File: config.mk
export PLATFORM = sky130hd
export DESIGN_NAME = tcw_seq
export DESIGN_NICKNAME = d
export VERILOG_FILES = /design/src/rtl/core/tcw_pkg.sv /design/src/rtl/core/tcw_seq.sv
export SDC_FILE = /design/constraint.sdc
export NUM_CORES = 1
export LEC_CHECK = 0
export ABC_AREA = 1
export BUFFER_PORTS_ARGS = -buffer_cell sky130_fd_sc_hd__buf_2
export CAP_MARGIN = 20
export CORE_AREA = 4 4 89 99
export DETAILED_ROUTE_END_ITERATION = 8
export DIE_AREA = 0 0 93 103
export PLACE_DENSITY = 0.95
export SYNTH_ARGS = -nofsm -noshare
export SYNTH_HDL_FRONTEND = slang
export SYNTH_SLANG_ARGS = --single-unit
File: constraint.sdc
create_clock -name clk_i -period 7 [get_ports clk_i]
set_input_delay 0.35 -clock clk_i [delete_from_list [all_inputs] [get_ports clk_i]]
set_output_delay 0.35 -clock clk_i [all_outputs]
set_load 0.01 [all_outputs]
File: src/rtl/core/tcw_pkg.sv
// ----------------------------------------------------------------------------
// tcw_pkg
// Shared codes, constants and types of the text console writer.
// ----------------------------------------------------------------------------
package tcw_pkg;

  // command kinds
  typedef enum logic [1:0] {
    KIND_PUT    = 2'd0,
    KIND_PUT_AT = 2'd1,
    KIND_CLEAR  = 2'd2,
    KIND_READ   = 2'd3
  } kind_e;

  // port field widths
  localparam int unsigned COL_PORT_W = 7;
  localparam int unsigned ROW_PORT_W = 5;
  localparam int unsigned BYTE_W     = 8;
  localparam int unsigned CELL_W     = 16;

  // character codes
  localparam logic [BYTE_W-1:0] CH_ERROR   = 8'h45;
  localparam logic [BYTE_W-1:0] CH_NEWLINE = 8'h0A;
  localparam logic [BYTE_W-1:0] CH_SPACE   = 8'h20;

  // reset value of the default attribute
  localparam logic [BYTE_W-1:0] DEFAULT_ATTR_RST = 8'd15;

  // one finished transaction
  typedef struct packed {
    logic                  valid;
    logic [COL_PORT_W-1:0] cursor_col;
    logic [ROW_PORT_W-1:0] cursor_row;
    logic                  position_error;
    logic                  scrolled;
    logic [BYTE_W-1:0]     cell_character;
    logic [BYTE_W-1:0]     cell_attribute;
  } res_t;

endpackage

File: src/rtl/core/tcw_seq.sv
// ----------------------------------------------------------------------------
// tcw_seq
// Command sequencer: cursor, cell writes, reads, scroll copy and fill sweeps.
// ----------------------------------------------------------------------------
module tcw_seq #(
  parameter int unsigned COLS = 80,
  parameter int unsigned ROWS = 25
) (
  input  logic                              clk_i,
  input  logic                              rst_ni,
  input  logic                              start_i,
  input  logic [1:0]                        kind_i,
  input  logic [tcw_pkg::BYTE_W-1:0]        character_i,
  input  logic [tcw_pkg::BYTE_W-1:0]        attribute_i,
  input  logic [tcw_pkg::COL_PORT_W-1:0]    col_i,
  input  logic [tcw_pkg::ROW_PORT_W-1:0]    row_i,
  input  logic [tcw_pkg::BYTE_W-1:0]        def_attr_i,
  output logic                              busy_o,
  output tcw_pkg::res_t                     res_o,
  output logic                              mem_we_o,
  output logic [$clog2(COLS*ROWS)-1:0]      mem_waddr_o,
  output logic [tcw_pkg::CELL_W-1:0]        mem_wdata_o,
  output logic                              mem_re_o,
  output logic [$clog2(COLS*ROWS)-1:0]      mem_raddr_o,
  input  logic [tcw_pkg::CELL_W-1:0]        mem_rdata_i
);

  localparam int unsigned CELLS = COLS * ROWS;
  localparam int unsigned AW    = $clog2(CELLS);
  localparam int unsigned CW    = $clog2(COLS);
  localparam int unsigned RW    = $clog2(ROWS);

  localparam logic [AW-1:0] LAST_CELL  = AW'(CELLS - 1);
  localparam logic [AW-1:0] COPY_LAST  = AW'(CELLS - COLS - 1);
  localparam logic [AW-1:0] BOTTOM_ROW = AW'(CELLS - COLS);
  localparam logic [AW-1:0] ROW_STRIDE = AW'(COLS);

  // sequencer states
  localparam logic [2:0] ST_IDLE   = 3'd0;
  localparam logic [2:0] ST_FILL   = 3'd1;
  localparam logic [2:0] ST_SCROLL = 3'd2;
  localparam logic [2:0] ST_TAIL   = 3'd3;
  localparam logic [2:0] ST_READ   = 3'd4;

  logic [2:0]                   state_q, state_d;
  logic [AW-1:0]                idx_q, idx_d;
  logic [CW-1:0]                col_q, col_d;
  logic [RW-1:0]                row_q, row_d;
  logic [tcw_pkg::CELL_W-1:0]   fill_q, fill_d;
  logic                         init_q, init_d;
  logic                         scr_q, scr_d;
  logic                         wpend_q, wpend_d;
  logic [AW-1:0]                waddr_q, waddr_d;

  logic                         accept;
  logic                         in_range;
  logic [tcw_pkg::BYTE_W-1:0]   attr_eff;
  logic [CW-1:0]                put_col;
  logic [RW-1:0]                put_row;
  logic [AW-1:0]                put_addr;
  logic [AW-1:0]                tgt_addr;
  logic                         is_newline;
  logic                         wrap;
  logic [RW:0]                  next_row;
  logic                         need_scroll;
  logic [CW-1:0]                new_col;
  logic [RW-1:0]                new_row;

  assign busy_o = (state_q != ST_IDLE);
  assign accept = start_i && (state_q == ST_IDLE);

  // decode of the incoming command
  assign in_range = ({1'b0, col_i} < (tcw_pkg::COL_PORT_W + 1)'(COLS)) &&
                    ({1'b0, row_i} < (tcw_pkg::ROW_PORT_W + 1)'(ROWS));
  assign attr_eff = (attribute_i == '0) ? def_attr_i : attribute_i;
  assign tgt_addr = AW'(RW'(row_i)) * ROW_STRIDE + AW'(CW'(col_i));

  // put position and cursor advance
  assign put_col     = (kind_i == tcw_pkg::KIND_PUT_AT) ? CW'(col_i) : col_q;
  assign put_row     = (kind_i == tcw_pkg::KIND_PUT_AT) ? RW'(row_i) : row_q;
  assign put_addr    = AW'(put_row) * ROW_STRIDE + AW'(put_col);
  assign is_newline  = (character_i == tcw_pkg::CH_NEWLINE);
  assign wrap        = (put_col == CW'(COLS - 1));
  assign next_row    = (is_newline || wrap) ? {1'b0, put_row} + (RW + 1)'(1)
                                            : {1'b0, put_row};
  assign need_scroll = (next_row == (RW + 1)'(ROWS));
  assign new_col     = (is_newline || wrap) ? '0 : put_col + CW'(1);
  assign new_row     = need_scroll ? RW'(ROWS - 1) : next_row[RW-1:0];

  // next state and memory port control
  always_comb begin
    state_d     = state_q;
    idx_d       = idx_q;
    col_d       = col_q;
    row_d       = row_q;
    fill_d      = fill_q;
    init_d      = init_q;
    scr_d       = scr_q;
    wpend_d     = wpend_q;
    waddr_d     = waddr_q;
    mem_we_o    = 1'b0;
    mem_waddr_o = '0;
    mem_wdata_o = '0;
    mem_re_o    = 1'b0;
    mem_raddr_o = '0;
    res_o       = '0;

    unique case (state_q)
      ST_IDLE: begin
        if (accept) begin
          unique case (kind_i)
            tcw_pkg::KIND_CLEAR: begin
              fill_d  = {def_attr_i, tcw_pkg::CH_SPACE};
              idx_d   = '0;
              col_d   = '0;
              row_d   = '0;
              scr_d   = 1'b0;
              state_d = ST_FILL;
            end
            tcw_pkg::KIND_READ: begin
              if (in_range) begin
                mem_re_o    = 1'b1;
                mem_raddr_o = tgt_addr;
                state_d     = ST_READ;
              end else begin
                res_o.valid          = 1'b1;
                res_o.position_error = 1'b1;
              end
            end
            tcw_pkg::KIND_PUT, tcw_pkg::KIND_PUT_AT: begin
              if ((kind_i == tcw_pkg::KIND_PUT_AT) && !in_range) begin
                // error mark in the last cell, cursor stays
                mem_we_o             = 1'b1;
                mem_waddr_o          = LAST_CELL;
                mem_wdata_o          = {def_attr_i, tcw_pkg::CH_ERROR};
                res_o.valid          = 1'b1;
                res_o.position_error = 1'b1;
              end else begin
                if (!is_newline) begin
                  mem_we_o    = 1'b1;
                  mem_waddr_o = put_addr;
                  mem_wdata_o = {attr_eff, character_i};
                end
                col_d = new_col;
                row_d = new_row;
                if (need_scroll) begin
                  idx_d   = '0;
                  wpend_d = 1'b0;
                  scr_d   = 1'b1;
                  state_d = ST_SCROLL;
                end else begin
                  res_o.valid = 1'b1;
                end
              end
            end
            default: begin
              state_d = ST_IDLE;
            end
          endcase
        end
      end

      // copy each row up: read one row below, write it back in the following cycle
      ST_SCROLL: begin
        if (wpend_q) begin
          mem_we_o    = 1'b1;
          mem_waddr_o = waddr_q;
          mem_wdata_o = mem_rdata_i;
        end
        mem_re_o    = 1'b1;
        mem_raddr_o = idx_q + ROW_STRIDE;
        wpend_d     = 1'b1;
        waddr_d     = idx_q;
        if (idx_q == COPY_LAST) begin
          state_d = ST_TAIL;
        end else begin
          idx_d = idx_q + AW'(1);
        end
      end

      // last copied cell, then zero the bottom row
      ST_TAIL: begin
        mem_we_o    = 1'b1;
        mem_waddr_o = waddr_q;
        mem_wdata_o = mem_rdata_i;
        wpend_d     = 1'b0;
        idx_d       = BOTTOM_ROW;
        fill_d      = '0;
        state_d     = ST_FILL;
      end

      // sweep a constant cell value up to the last cell
      ST_FILL: begin
        mem_we_o    = 1'b1;
        mem_waddr_o = idx_q;
        mem_wdata_o = fill_q;
        if (idx_q == LAST_CELL) begin
          state_d        = ST_IDLE;
          init_d         = 1'b0;
          res_o.valid    = !init_q;
          res_o.scrolled = scr_q;
        end else begin
          idx_d = idx_q + AW'(1);
        end
      end

      ST_READ: begin
        res_o.valid          = 1'b1;
        res_o.cell_character = mem_rdata_i[tcw_pkg::BYTE_W-1:0];
        res_o.cell_attribute = mem_rdata_i[tcw_pkg::CELL_W-1:tcw_pkg::BYTE_W];
        state_d              = ST_IDLE;
      end

      default: begin
        state_d = ST_IDLE;
      end
    endcase

    res_o.cursor_col = tcw_pkg::COL_PORT_W'(col_d);
    res_o.cursor_row = tcw_pkg::ROW_PORT_W'(row_d);
  end

  // control registers; after reset the store is swept to zero
  always_ff @(posedge clk_i or negedge rst_ni) begin
    if (!rst_ni) begin
      state_q <= ST_FILL;
      idx_q   <= '0;
      col_q   <= '0;
      row_q   <= '0;
      fill_q  <= '0;
      init_q  <= 1'b1;
      scr_q   <= 1'b0;
      wpend_q <= 1'b0;
    end else begin
      state_q <= state_d;
      idx_q   <= idx_d;
      col_q   <= col_d;
      row_q   <= row_d;
      fill_q  <= fill_d;
      init_q  <= init_d;
      scr_q   <= scr_d;
      wpend_q <= wpend_d;
    end
  end

  // pending write-back address of the scroll copy
  always_ff @(posedge clk_i) begin
    waddr_q <= waddr_d;
  end

  // cursor always inside the screen
  a_cursor_range: assert property (@(posedge clk_i) disable iff (!rst_ni)
    ({1'b0, col_q} < (CW + 1)'(COLS)) && ({1'b0, row_q} < (RW + 1)'(ROWS)))
    else $error("cursor outside the screen");

  // a finished transaction always returns the sequencer to idle
  a_done_idle: assert property (@(posedge clk_i) disable iff (!rst_ni)
    res_o.valid |=> (state_q == ST_IDLE))
    else $error("result without return to idle");

  // no result during the reset sweep
  a_init_quiet: assert property (@(posedge clk_i) disable iff (!rst_ni)
    init_q |-> !res_o.valid)
    else $error("result during reset sweep");

  // scroll copy never reads and writes the same cell
  a_copy_apart: assert property (@(posedge clk_i) disable iff (!rst_ni)
    ((state_q == ST_SCROLL) && wpend_q) |-> (mem_raddr_o != mem_waddr_o))
    else $error("scroll copy address clash");

  // the reset sweep only runs right after reset
  a_init_once: assert property (@(posedge clk_i) disable iff (!rst_ni)
    !init_q |=> !init_q)
    else $error("reset sweep restarted");

endmodule

Word level (Yosys, flattened, before mapping)

Cells that the tools add are included.

Register bits after elaboration: 56
Bits of input ports: 57
Output and inout bits: 72
Logic and storage cells: 148

$add $sub $neg: 6
$mul: 2
$lt $le $gt $ge: 2
Equality and inequality tests: 27
Muxes and demuxes: 80
Reductions and logical operators: 22

Operator list:

| cell                                             | count |
|---|---|
| two-way mux 11 bit                               | 13 |
| two-way mux 16 bit                               | 8 |
| one-hot mux 11 bit (4 select lines)              | 2 |
| one-hot mux 16 bit (4 select lines)              | 1 |
| one-hot mux 11 bit (2 select lines)              | 2 |
| two-way mux 7 bit                                | 5 |
| one-hot mux 16 bit (2 select lines)              | 1 |
| two-way mux 5 bit                                | 5 |
| two-way mux 1 bit                                | 24 |
| adder 11 x 7 -> 11 bit                           | 2 |
| == test 11 bit, second input constant            | 2 |
| two-way mux 3 bit                                | 6 |
| inequality test 2 bit, second input constant     | 9 |
| multiplier 5 x 3 -> 7 bit, second input constant | 2 |
| one-hot mux 7 bit (2 select lines)               | 1 |
| one-hot mux 3 bit (4 select lines)               | 1 |
| adder 11 x 1 -> 11 bit, second input constant    | 1 |
| adder 11 x 7 -> 11 bit, second input constant    | 1 |
| one-hot mux 5 bit (2 select lines)               | 1 |
| AND reduction 5 bit                              | 2 |
| inequality test 3 bit, second input constant     | 3 |
| one-hot mux 1 bit (3 select lines)               | 3 |
| one-hot mux 3 bit (3 select lines)               | 1 |
| == test 8 x 4 -> 1 bit, second input constant    | 1 |
| 30 further kinds                                 | 42 |

Depth between registers and ports, before layout

Gate-level depths: netlist of run 1.

Depth in word-level cells: 11
Depth in mapped cells: 19
Mapped depth without buffers: 17

Least setup slack after synthesis of run 1

Ideal clock, no wire load.

Kind: input port to output port
Start: input port kind_i[0]
End: output port mem_waddr_o[10]
Arrival: 2.622 ns
Data required time: 6.650 ns
Slack: 4.028 ns
Stages: 16
Buffers on the path: 2
Path through: buf_4 -> nand2_8 -> buf_8 -> nand2_1 -> o21ai_2 -> ha_1 -> ha_1 -> fa_1 -> inv_1 -> nor2_1 -> inv_1 -> o21ai_0 -> nand2_1 -> o21ai_0 -> nand2_1 -> o211ai_1

Word-level cells in the longest chain between the ends: 9
Elaborated cells between the ends (all ways): 13
Those cells by class: add/sub: 1; mul: 1; eq/ne: 1; mux: 7; reduce/logical: 3

RTL lines:

| what                                  | line           | text |
|---|---|---|
| start: declaration                    | tcw_seq.sv:12  | `input logic [1:0] kind_i,` |
| == test 2 x 1 -> 1 bit                | n/a            |  |
| two-way mux 5 bit                     | tcw_seq.sv:80  | `assign put_row = (kind_i == tcw_pkg::KIND_PUT_AT) ? RW'(row_i) : row_q;` |
| multiplier 5 x 3 -> 7 bit             | tcw_seq.sv:81  | `assign put_addr = AW'(put_row) * ROW_STRIDE + AW'(put_col);` |
| adder 11 x 7 -> 11 bit                | tcw_seq.sv:81  |  |
| two-way mux 11 bit                    | tcw_seq.sv:139 | `if (!is_newline) begin` |
| two-way mux 11 bit                    | tcw_seq.sv:131 | `if ((kind_i == tcw_pkg::KIND_PUT_AT) && !in_range) begin` |
| two-way mux 11 bit *                  | tcw_seq.sv:111 | `unique case (kind_i)` |
| two-way mux 11 bit *                  | tcw_seq.sv:110 | `if (accept) begin` |
| one-hot mux 11 bit (4 select lines) * | tcw_seq.sv:108 | `unique case (state_q)` |
| end: declaration                      | tcw_seq.sv:21  | `output logic [$clog2(COLS*ROWS)-1:0] mem_waddr_o,` |

Mark *: on every way between the ends. The rest lies on a longest branch, timed or not.

==> metrics.md, run 1 <==
| Metric | Value |
|---|---|
| Outcome | completed |
| CTS buffer count | 5 |
| Logic pwr share | between 50 and 60% |
| Syn Area/Cell | 6.97 µm² |
| Vias | just under 5,000 |
| Clock share of power | 11.2% |
| Max Used Layer | met5 |
| TritonCTS clock tree | built |
| Number of flops mapped to enable cells by yosys | 11 |
| Unique masters post-synth | 52 |
| Critical-path top delay cell | nor2_2 |
| Final instance area | 0.00512 mm² |
| Hold buffer count at CTS | 0 |
| Total track usage | 28.7% |
| Delay-heaviest family, CP | simple AND/OR/NAND/NOR gates |
| Sequential element share of the synthesized area | 29.6% |
| Final setup viols | 0 |
| Slowest Stage Delay on Critical Path | between 0.5 and 0.6 ns |
| Area share of xor/xnor cells in the synthesized design | between 2 and 3% |
| ANT nets after route | 0 |
| Worst-path cell chain | inv_2 -> nand2_1 -> nor2_2 -> nand2_1 -> nor2_2 -> inv_2 -> nor2_4 -> inv_2 -> nor2_2 -> nand2_1 -> o32ai_1 -> buf_2 |
| Post-Syn Area | approximately 0.0043 mm² |
| Synth Flop Type | dfrtp_1 |
| Setup_tns | 0 ns |
| Reg2reg path depth | 11 |
| Core region area | 0.00783 mm² |
| Post-CTS Setup Inserts | 0 |
| Synth Instances | around 620 |
| Fin. max-slew vios | 0 |
| Placed cell count | 842 |
| Gpl congestion | 0.993 |
| Worst path depth | 12 |
| Drt pass-1 iters | 5 |
| Multiplexer share of the synthesized area | 0% |
| FMAX | roughly 250 MHz |
| Hpwl dp | ~11,000 µm |
| RR Startpoint | state_q[2] |
| Switching share of total power | about half |
| Antenna violations before repair | 1 |
| Layout Utilization | between 60% and 70% |
| Commonest non-fill, non-tap cell in the layout | nand2_1 |
| Top-area cell type share of the netlist area | 20.8% |
| DIE HEIGHT | 103 µm |
| Clock Tree Buf Depth | 2 |
| Final Non-Filler Cells | 850 |
| Peak VDD IR | 0.233 mV |
| Htree depth | 2 |
| Die area | 0.00958 mm² |
| P_int | ~800 µW |
| Global-route wire length before repair | around 22,000 µm |
| Met1 wire length | 5380 µm |
| WL met3 | 1220 µm |
| Slew of the pin with the lowest slew margin | approximately 0.96 ns |
| PD cells | 313 mW/mm² |
| Largest family of logic cells by synthesized area | simple AND/OR/NAND/NOR gates |
| Required time of the critical path | 6.65 ns |
| # IOs | about 130 |
| Buffers on Ports | between 100 and 150 |
| Critical Path AT | approximately 3.6 ns |
| P_leak | 2.76 nW |
| Cell taking the most area after synthesis | dfrtp_1 |
| Area after DPL | just over 0.005 mm² |
| Flop and latch count out of synthesis | 49 |
| Flop-to-flop setup slack | 3.81 ns |
| DR WL/cell | 16.6 µm |
| Share of layout cells above drive strength 1 | between 20% and 30% |
| Asr flop ratio synth | around 78% |
| Post-CTS sizing | 0 |
| Routed WL | 14,100 µm |
| Dominant cells by area after synthesis | dfrtp_1, nand2_1, inv_1 |
| Clock transition at path regs | 0.10 ns |
| Sw Pwr | 803 µW |
| Critical path type | register to output pin |
| Initial Utilization | 55.4% |
| DR iter-0 viols | 407 |
| Number of max-cap violations | 0 |
| Via/cell ratio | 5.79 |
| Worst R2R End | col_q[5] |
| Fin. Hold Viols | 0 |
| Largest net degree at the start of global routing | 39 |
| Hold slack final | 0.182 ns |
| Buffers and inverters on the worst path | 4 |
| Final #Nets | 824 |
| Setup crit end kind | output pin |
| Crit path launch type | register |
| Post-Route Skew | 0.00712 ns |
| Final critical-path share of the clock period | between 50 and 60% |
| Vias in the first global route | 4,686 |
| Share of power burned in registers | just under 30% |
| Hold crit path type | input pin to asynchronous set/reset pin |
| Met2 WL post-DR | about 7100 µm |
| FP Rows | 34 |
| Die W | 93 µm |
| Clock sinks | between 40 and 50 |
| Number of diodes | 0 |
| Root Buffer | clkbuf_8 |
| Syn Nets | approximately 700 |
| Residual DRC count | 0 |
| Syn-to-layout area delta | 18.1% |
| Clock latency on the worst-skew pair | between 0.3 and 0.4 ns |
| Number of synthesis warnings | 0 |
| Unrepaired setup endpoints after global routing | false |
| Post-route minimum period | 3.93 ns |
| CP max FO | 14 |
| Most frequent cells in the layout | nand2_1, buf_2, inv_1 |
| Adder-cell share of the synthesized area | 8.20% |
| GRT overflow | 0 |
| Simple-gate share of the synthesized area | 28.9% |
| Slew headroom | 35.9% |
| Post-synthesis compound-gate area fraction | 18.7% |
## area by class of cell
type	instances	area (µm²)
fillers	703	2710
multi-input cells	446	2540
clock buffers	5	68.8
inverters	109	412
well taps	108	135
clock inverters	3	21.3
flip-flops and latches	49	1280
repair buffers	130	656
## cell usage after synthesis, types with 3 or more instances
cell type,count
edfxtp_1,11
nand2_1,130
a21oi_1,11
nor3_1,5
o211ai_1,8
o21ai_2,5
dfrtp_1,36
o21ai_0,57
nor2_1,60
ha_1,22
o22ai_1,13
inv_1,100
xor2_1,10
nor4_1,3
nand3_1,37
clkbuf_1,11
nand2_2,6
fa_1,4
a22oi_1,15
inv_2,8
o2111ai_1,3
nor2_2,5
nand4_1,15
buf_2,3
nand2_4,3
a31oi_1,3
xnor2_1,4
## worst reg2reg max path, cell delays in order, from the launching register on
cell,delay [ns]
dfrtp_1,0.48
inv_2,0.09
nand2_1,0.13
nor2_2,0.19
nand2_1,0.10
nor2_2,0.51
inv_2,0.15
nor2_4,0.27
inv_2,0.12
nor2_2,0.43
nand2_1,0.25
o32ai_1,0.34
## per-layer routing
metal  GRT usage, %  vias up
li1               -     2302
met3           4.96       46
met1           34.1     2278
met4           12.2        2
met5              0        -
met2           51.2      297
## how the worst max path moves through the flow
stage,from,endpoint
floorplan,kind_i[0],mem_waddr_o[10]
global placement,state_q[2],res_o[28]
detailed placement,state_q[2],res_o[28]
CTS,state_q[2],res_o[28]
global route,state_q[2],res_o[27]
finish,state_q[2],res_o[28]
## power by group through the flow
stage	clock network, mW	registers (mW)	logic, mW
after floorplan	0	0.453	0.638
after global placement	0	0.475	0.904
after detailed placement	0	0.478	0.923
after CTS	0.177	0.474	0.927
after global routing	0.191	0.487	1.04
final	0.178	0.476	0.946
## flip-flops by register name, summed over array words and instances, names as in the netlist
signal / flops
idx_q: 11
fill_q: 9
waddr_q: 11
row_q: 5
init_q: 1
state_q: 3
scr_q: 1
wpend_q: 1
col_q: 7
## metrics by stage
step	setup slack (ns)	power [mW]
final	3.07	1.60
after global routing	2.80	1.72
after CTS	3.14	1.58
after detailed placement	3.47	1.40
after global placement	3.54	1.38
after floorplan	4.03	1.09
## cells by family after synthesis
kind of cell	count (synthesis)
buffers and inverters	127
flip-flops	49
adder cells (fa/ha/maj)	26
AND/OR/NAND/NOR	276
XOR/XNOR	14
AO/OA/AOI/OAI	130
Note: power is estimated with default switching activity, not from simulation.
==> run 2: changes to the inputs <==
CORE_AREA = 4 4 92 102   (was 4 4 89 99)
DIE_AREA = 0 0 96 106   (was 0 0 93 103)
PLACE_DENSITY = 0.92   (was 0.95)
clock period = 4.1 ns   (was 7 ns; I/O delays follow)
==> metrics.md, run 2 (same netlist as run 1, synthesis figures left out) <==
| Metric | Value |
|---|---|
| Outcome | finished with violations |
| Failing checks | hold timing |
| Syn-to-layout area delta | 18.6% |
| Final Non-Filler Cells | 855 (+0.59%) |
| DR iter-0 viols | 316 (-22%) |
| Post-CTS Setup Inserts | 0 (unchanged) |
| Drt pass-1 iters | 5 (unchanged) |
| Fill cells | 775 (+10%) |
| Post-CTS sizing | 0 (unchanged) |
| Share of layout cells above drive strength 1 | 24.3% (+0.20 points) |
| Hold buffer count at CTS | 0 (unchanged) |
| Final setup viols | 0 (unchanged) |
| Buffers on Ports | 128 (unchanged) |
| Crit path launch type | register |
| DIE HEIGHT | 106 µm (+2.9%) |
| Hpwl dp | 10,800 µm (-1.4%) |
| DR WL/cell | 16.3 µm (-2.4%) |
| Final critical-path share of the clock period | 84.4% |
| ANT nets after route | 0 (unchanged) |
| Multi-input gate area | 0.00254 mm² (unchanged) |
| Clock latency on the worst-skew pair | 0.32 ns (about the same) |
| # IOs | 129 (unchanged) |
| Slew headroom | 41.1% (+5.2 points) |
| Antenna violations before repair | 0 (-1) |
| Global-route wire length before repair | 21,900 µm (-0.75%) |
| Die area | 0.0102 mm² (+6.2%) |
| Post-Route Skew | 0.00428 ns (-0.00284 ns) |
| Area after DPL | 0.00505 mm² (+0.37%) |
| Slew of the pin with the lowest slew margin | 0.883 ns (-0.0784 ns) |
| Required time of the critical path | 3.89 ns (-2.76 ns) |
| Gpl congestion | 1.01 (+2.0%) |
| TritonCTS clock tree | built |
| Unrepaired setup endpoints after global routing | false |
| Hold crit path type | input pin to asynchronous set/reset pin |
| Vias in the first global route | 4,562 (-2.6%) |
| Vias | 4,885 (-0.81%) |
| Clock sinks | 49 (unchanged) |
| Critical Path AT | 3.26 ns (-0.32 ns) |
| Fin. max-slew vios | 0 (unchanged) |
| Largest net degree at the start of global routing | 39 (unchanged) |
| Peak VDD IR | 0.277 mV (+19%) |
| Setup crit end kind | output pin |
| Final #Nets | 826 (+0.24%) |
| Clock Tree Buf Depth | 2 (unchanged) |
| Final instance area | 0.00514 mm² (+0.44%) |
| Number of diodes | 0 (unchanged) |
| Total track usage | 27.3% (-1.4 points) |
| FMAX | 289 MHz |
| Number of max-cap violations | 0 (unchanged) |
| Setup_tns | 0 ns (unchanged) |
| Flop-to-flop setup slack | 1.24 ns (-2.57 ns) |
| Hold slack final | -0.0136 ns (-0.196 ns) |
| Core region area | 0.00836 mm² (+6.9%) |
| Biggest regs | idx_q x11, waddr_q x11, fill_q x9 |
| Htree depth | 2 (unchanged) |
| Initial Utilization | 51.8% (-3.6 points) |
| Fin. Hold Viols | 10 (+10) |
| Root Buffer | clkbuf_8 |
| Via/cell ratio | 5.71 (-1.4%) |
| Total Power | 2.75 mW (+72%) |
| Clock transition at path regs | 0.10 ns (about the same) |
| P_leak | 2.77 nW (+0.40%) |
| Commonest non-fill, non-tap cell in the layout | nand2_1 |
| Die W | 96 µm (+3.2%) |
| CP max FO | 14 (unchanged) |
| Placed cell count | 847 (+0.59%) |
| CTS buffer count | 5 (unchanged) |
| Post-route minimum period | 3.46 ns |
| FP Rows | 35 (+2.9%) |
| PD cells | 534 mW/mm² (+71%) |
| Routed WL | 13,900 µm (-1.8%) |
| GRT overflow | 0 (unchanged) |
| Most frequent cells in the layout | nand2_1, buf_2, inv_1 |
| Residual DRC count | 0 (unchanged) |
| Register area | 0.00128 mm² (unchanged) |
| Critical path type | register to output pin |
[run 2: final timing paths]
check | start | end | depth (start not counted)
setup / recovery | state_q[2] | res_o[27] | 13
hold / removal | rst_ni | idx_q[1] | 1
setup reg to reg | state_q[2] | col_q[4] | 12
hold reg to reg | init_q | init_q | 2
max in group asynchronous | rst_ni | row_q[2] | 1
min in group clk_i | def_attr_i[5] | fill_q[13] | 3
[run 2: per-stage QoR]
stage / worst slack, ns / util [%]
finish: 0.640 / 61.5
detailed placement: 1.01 / 60.3
CTS: 0.711 / 61.5
global route: 0.363 / 61.5
global placement: 1.09 / 60.3
floorplan: 1.42 / -
[run 2: metal layers]
metal	part of all wire (%)	global-route usage [%]	vias to the layer above	wire length [µm]
met4	4.5	12.5	0	630
met2	49	45.9	274	6780
met3	8.6	4.95	64	1190
met5	0	0	-	0
li1	-	-	2301	-
met1	38	33.3	2246	5290
[run 2: where the power goes]
part	internal [mW]	total [mW]	switching, mW
clock network	0.124	0.309	0.185
registers	0.688	0.815	0.128
logic	0.557	1.62	1.06
[run 2: critical path, cell delays in order, from the launching register on]
cell and delay (ns):
dfrtp_1 0.46, inv_2 0.10, nand2_1 0.12, nor2_2 0.21
nand2_1 0.11, nor2_2 0.09, buf_4 0.22, inv_2 0.09
nor2_4 0.23, inv_2 0.12, nor2_2 0.40, nand2_1 0.27
o31ai_1 0.33, buf_2 0.19
[run 2: area by class of cell]
| type | instances | share of cell area, % |
|---|---|---|
| clock buffers | 5 | 1.34 |
| clock inverters | 3 | 0.487 |
| inverters | 109 | 8.01 |
| multi-input cells | 446 | 49.5 |
| flip-flops and latches | 49 | 25.0 |
| well taps | 111 | 2.70 |
| repair buffers | 132 | 13.0 |
==> run 3: changes to the inputs <==
CORE_AREA = 4 4 96 107   (was 4 4 92 102)
DIE_AREA = 0 0 100 111   (was 0 0 96 106)
PLACE_DENSITY = 0.89   (was 0.92)
clock period = 2.9 ns   (was 4.1 ns; I/O delays follow)
==> metrics.md, run 3 (same netlist as run 1, synthesis figures left out) <==
| Metric | Value |
|---|---|
| Critical Path AT | 2.75 ns (-0.51 ns) |
| PD cells | 745 mW/mm² (+39%) |
| Most frequent cells in the layout | nand2_1, buf_2, inv_1 |
| WL met3 | 1250 µm (+4.9%) |
| Max Used Layer | met4 |
| Register area | 0.00128 mm² (unchanged) |
| Commonest non-fill, non-tap cell in the layout | nand2_1 |
| P_leak | 2.85 nW (+3.0%) |
| Vias | 4,928 (+0.88%) |
| Buffers and inverters on the worst path | 3 (-2) |
| Slew headroom | 41.4% (+0.27 points) |
| Multi-input gate area | 0.00257 mm² (+1.2%) |
| Unrepaired setup endpoints after global routing | true |
| Initial Utilization | 47.1% (-4.8 points) |
| Placed cell count | 862 (+1.8%) |
| GRT overflow | 0 (unchanged) |
| Required time of the critical path | 2.76 ns (-1.13 ns) |
| Delay-heaviest family, CP | adder cells |
| Global-route wire length before repair | 22,100 µm (+1.0%) |
| Largest net degree at the start of global routing | 39 (unchanged) |
| Die area | 0.0111 mm² (+9.1%) |
| CTS buffer count | 5 (unchanged) |
| # IOs | 129 (unchanged) |
| Final setup viols | 0 (unchanged) |
| DR WL/cell | 15.9 µm (-2.4%) |
| Final Non-Filler Cells | 877 (+2.6%) |
| Reg2reg path depth | 8 (-4) |
| Clock sinks | 49 (unchanged) |
| Worst path depth | 14 (+1) |
| Gpl congestion | 0.988 (-2.4%) |
| Routed WL | 13,900 µm (+0.12%) |
| Share of layout cells above drive strength 1 | 27.0% (+2.7 points) |
| Core region area | 0.00921 mm² (+10%) |
| Critical-path top delay cell | fa_1 |
| DIE HEIGHT | 111 µm (+4.7%) |
| Outcome | completed |
| TritonCTS clock tree | built |
| Clock Tree Buf Depth | 2 (unchanged) |
| Hpwl dp | 11,000 µm (+1.6%) |
| Vias in the first global route | 4,662 (+2.2%) |
| Met1 wire length | 5320 µm (+0.43%) |
| Antenna violations before repair | 1 (+1) |
| ANT nets after route | 0 (unchanged) |
| Peak VDD IR | 0.338 mV (+22%) |
| Setup_tns | 0 ns (unchanged) |
| DR iter-0 viols | 502 (+59%) |
| Final critical-path share of the clock period | 99.9% |
| Min setup slack post-route | 0.00157 ns (-0.638 ns) |
| Fin. max-slew vios | 0 (unchanged) |
| Met2 WL post-DR | 6680 µm (-1.6%) |
| CP max FO | 3 (-11) |
| Total track usage | 24.5% (-2.8 points) |
| Post-route minimum period | 2.90 ns |
| Post-Route Skew | 0.0125 ns (+0.00826 ns) |
| Crit path launch type | register |
| Hold crit path type | input pin to register |
| Slew of the pin with the lowest slew margin | 0.879 ns (-0.00405 ns) |
| Setup crit end kind | output pin |
| Hold Path Cell Cnt | 3 |
| FMAX | 345 MHz |
| Drt pass-1 iters | 5 (unchanged) |
| Post-place setup slack | 0.143 ns (-0.863 ns) |
| Slowest Stage Delay on Critical Path | 0.56 ns (+0.10 ns) |
| Top cell by count, worst path | nand2_1 |
| Buffers on Ports | 128 (unchanged) |
| Clock latency on the worst-skew pair | 0.32 ns (about the same) |
| Root Buffer | clkbuf_8 |
| Number of max-cap violations | 0 (unchanged) |
| Fin. Hold Viols | 0 (-10) |
| FP Rows | 37 (+5.7%) |
| Residual DRC count | 0 (unchanged) |
| Via/cell ratio | 5.62 (-1.7%) |
| Critical path type | register to output pin |
| Clock transition at path regs | 0.10 ns (about the same) |
| Final #Nets | 841 (+1.8%) |
| Biggest regs | idx_q x11, waddr_q x11, fill_q x9 |
| Syn-to-layout area delta | 22.1% |
| Worst-path cell chain | nand2_1 -> o21ai_2 -> ha_1 -> ha_2 -> fa_1 -> inv_2 -> nor2_2 -> inv_2 -> o21ai_2 -> nand2_1 -> o21ai_1 -> nand2_1 -> o211ai_1 -> buf_2 |
| Die W | 100 µm (+4.2%) |
| Fill cells | 864 (+11%) |
| Htree depth | 2 (unchanged) |
-- run 3: per-stage QoR --
stage	instance area [µm²]	utilization [%]	hold slack, ns	power, mW
after floorplan	4340	-	-0.151	2.63
after global placement	5120	55.6	0.314	3.38
after detailed placement	5120	55.6	0.330	3.43
after CTS	5230	56.7	0.0435	3.87
after global routing	5290	57.4	0.0715	4.26
final	5290	57.4	0.0513	3.94
-- run 3: final timing paths --
kind,from,to,slack (ns)
max,row_q[1],mem_waddr_o[10],0.002
min in group asynchronous,rst_ni,idx_q[0],0.47
max reg2reg,idx_q[1],idx_q[7],0.45
min,def_attr_i[5],fill_q[13],0.05
min reg2reg,init_q,init_q,0.46
max in group asynchronous,rst_ni,row_q[4],1.87
-- run 3: tightest hold or removal path: stages --
cell	delay [ns]
buf_2	0.09
nand2_1	0.04
o21ai_0	0.06
-- run 3: where the power goes --
part	switching, mW	internal (mW)
Sequential	0.178	0.973
Clock	0.252	0.172
Combinational	1.52	0.853
-- run 3: metal layers --
metal  up-vias  global-route usage [%]
met5         -                       0
met3        53                    3.90
met1      2277                    30.5
li1       2332                       -
met2       266                    41.0
met4         0                    11.8
-- run 3: final cells by class --
| class | count | share of cell area, % |
|---|---|---|
| Multi-Input combinational cell | 446 | 48.6 |
| Tap cell | 117 | 2.77 |
| Sequential cell | 49 | 24.3 |
| Antenna cell | 1 | 0.0473 |
| Clock inverter | 3 | 0.378 |
| Inverter | 109 | 7.78 |
| Timing Repair Buffer | 147 | 14.8 |
| Clock buffer | 5 | 1.30 |
-- run 3: repair_timing --
action,in CTS,in global routing
endpoints found under the setup margin,12,19
hold endpoints to repair,36,0
pin swaps,0,7
setup buffers,0,5
hold buffers,1,0
gates resized for setup,4,11
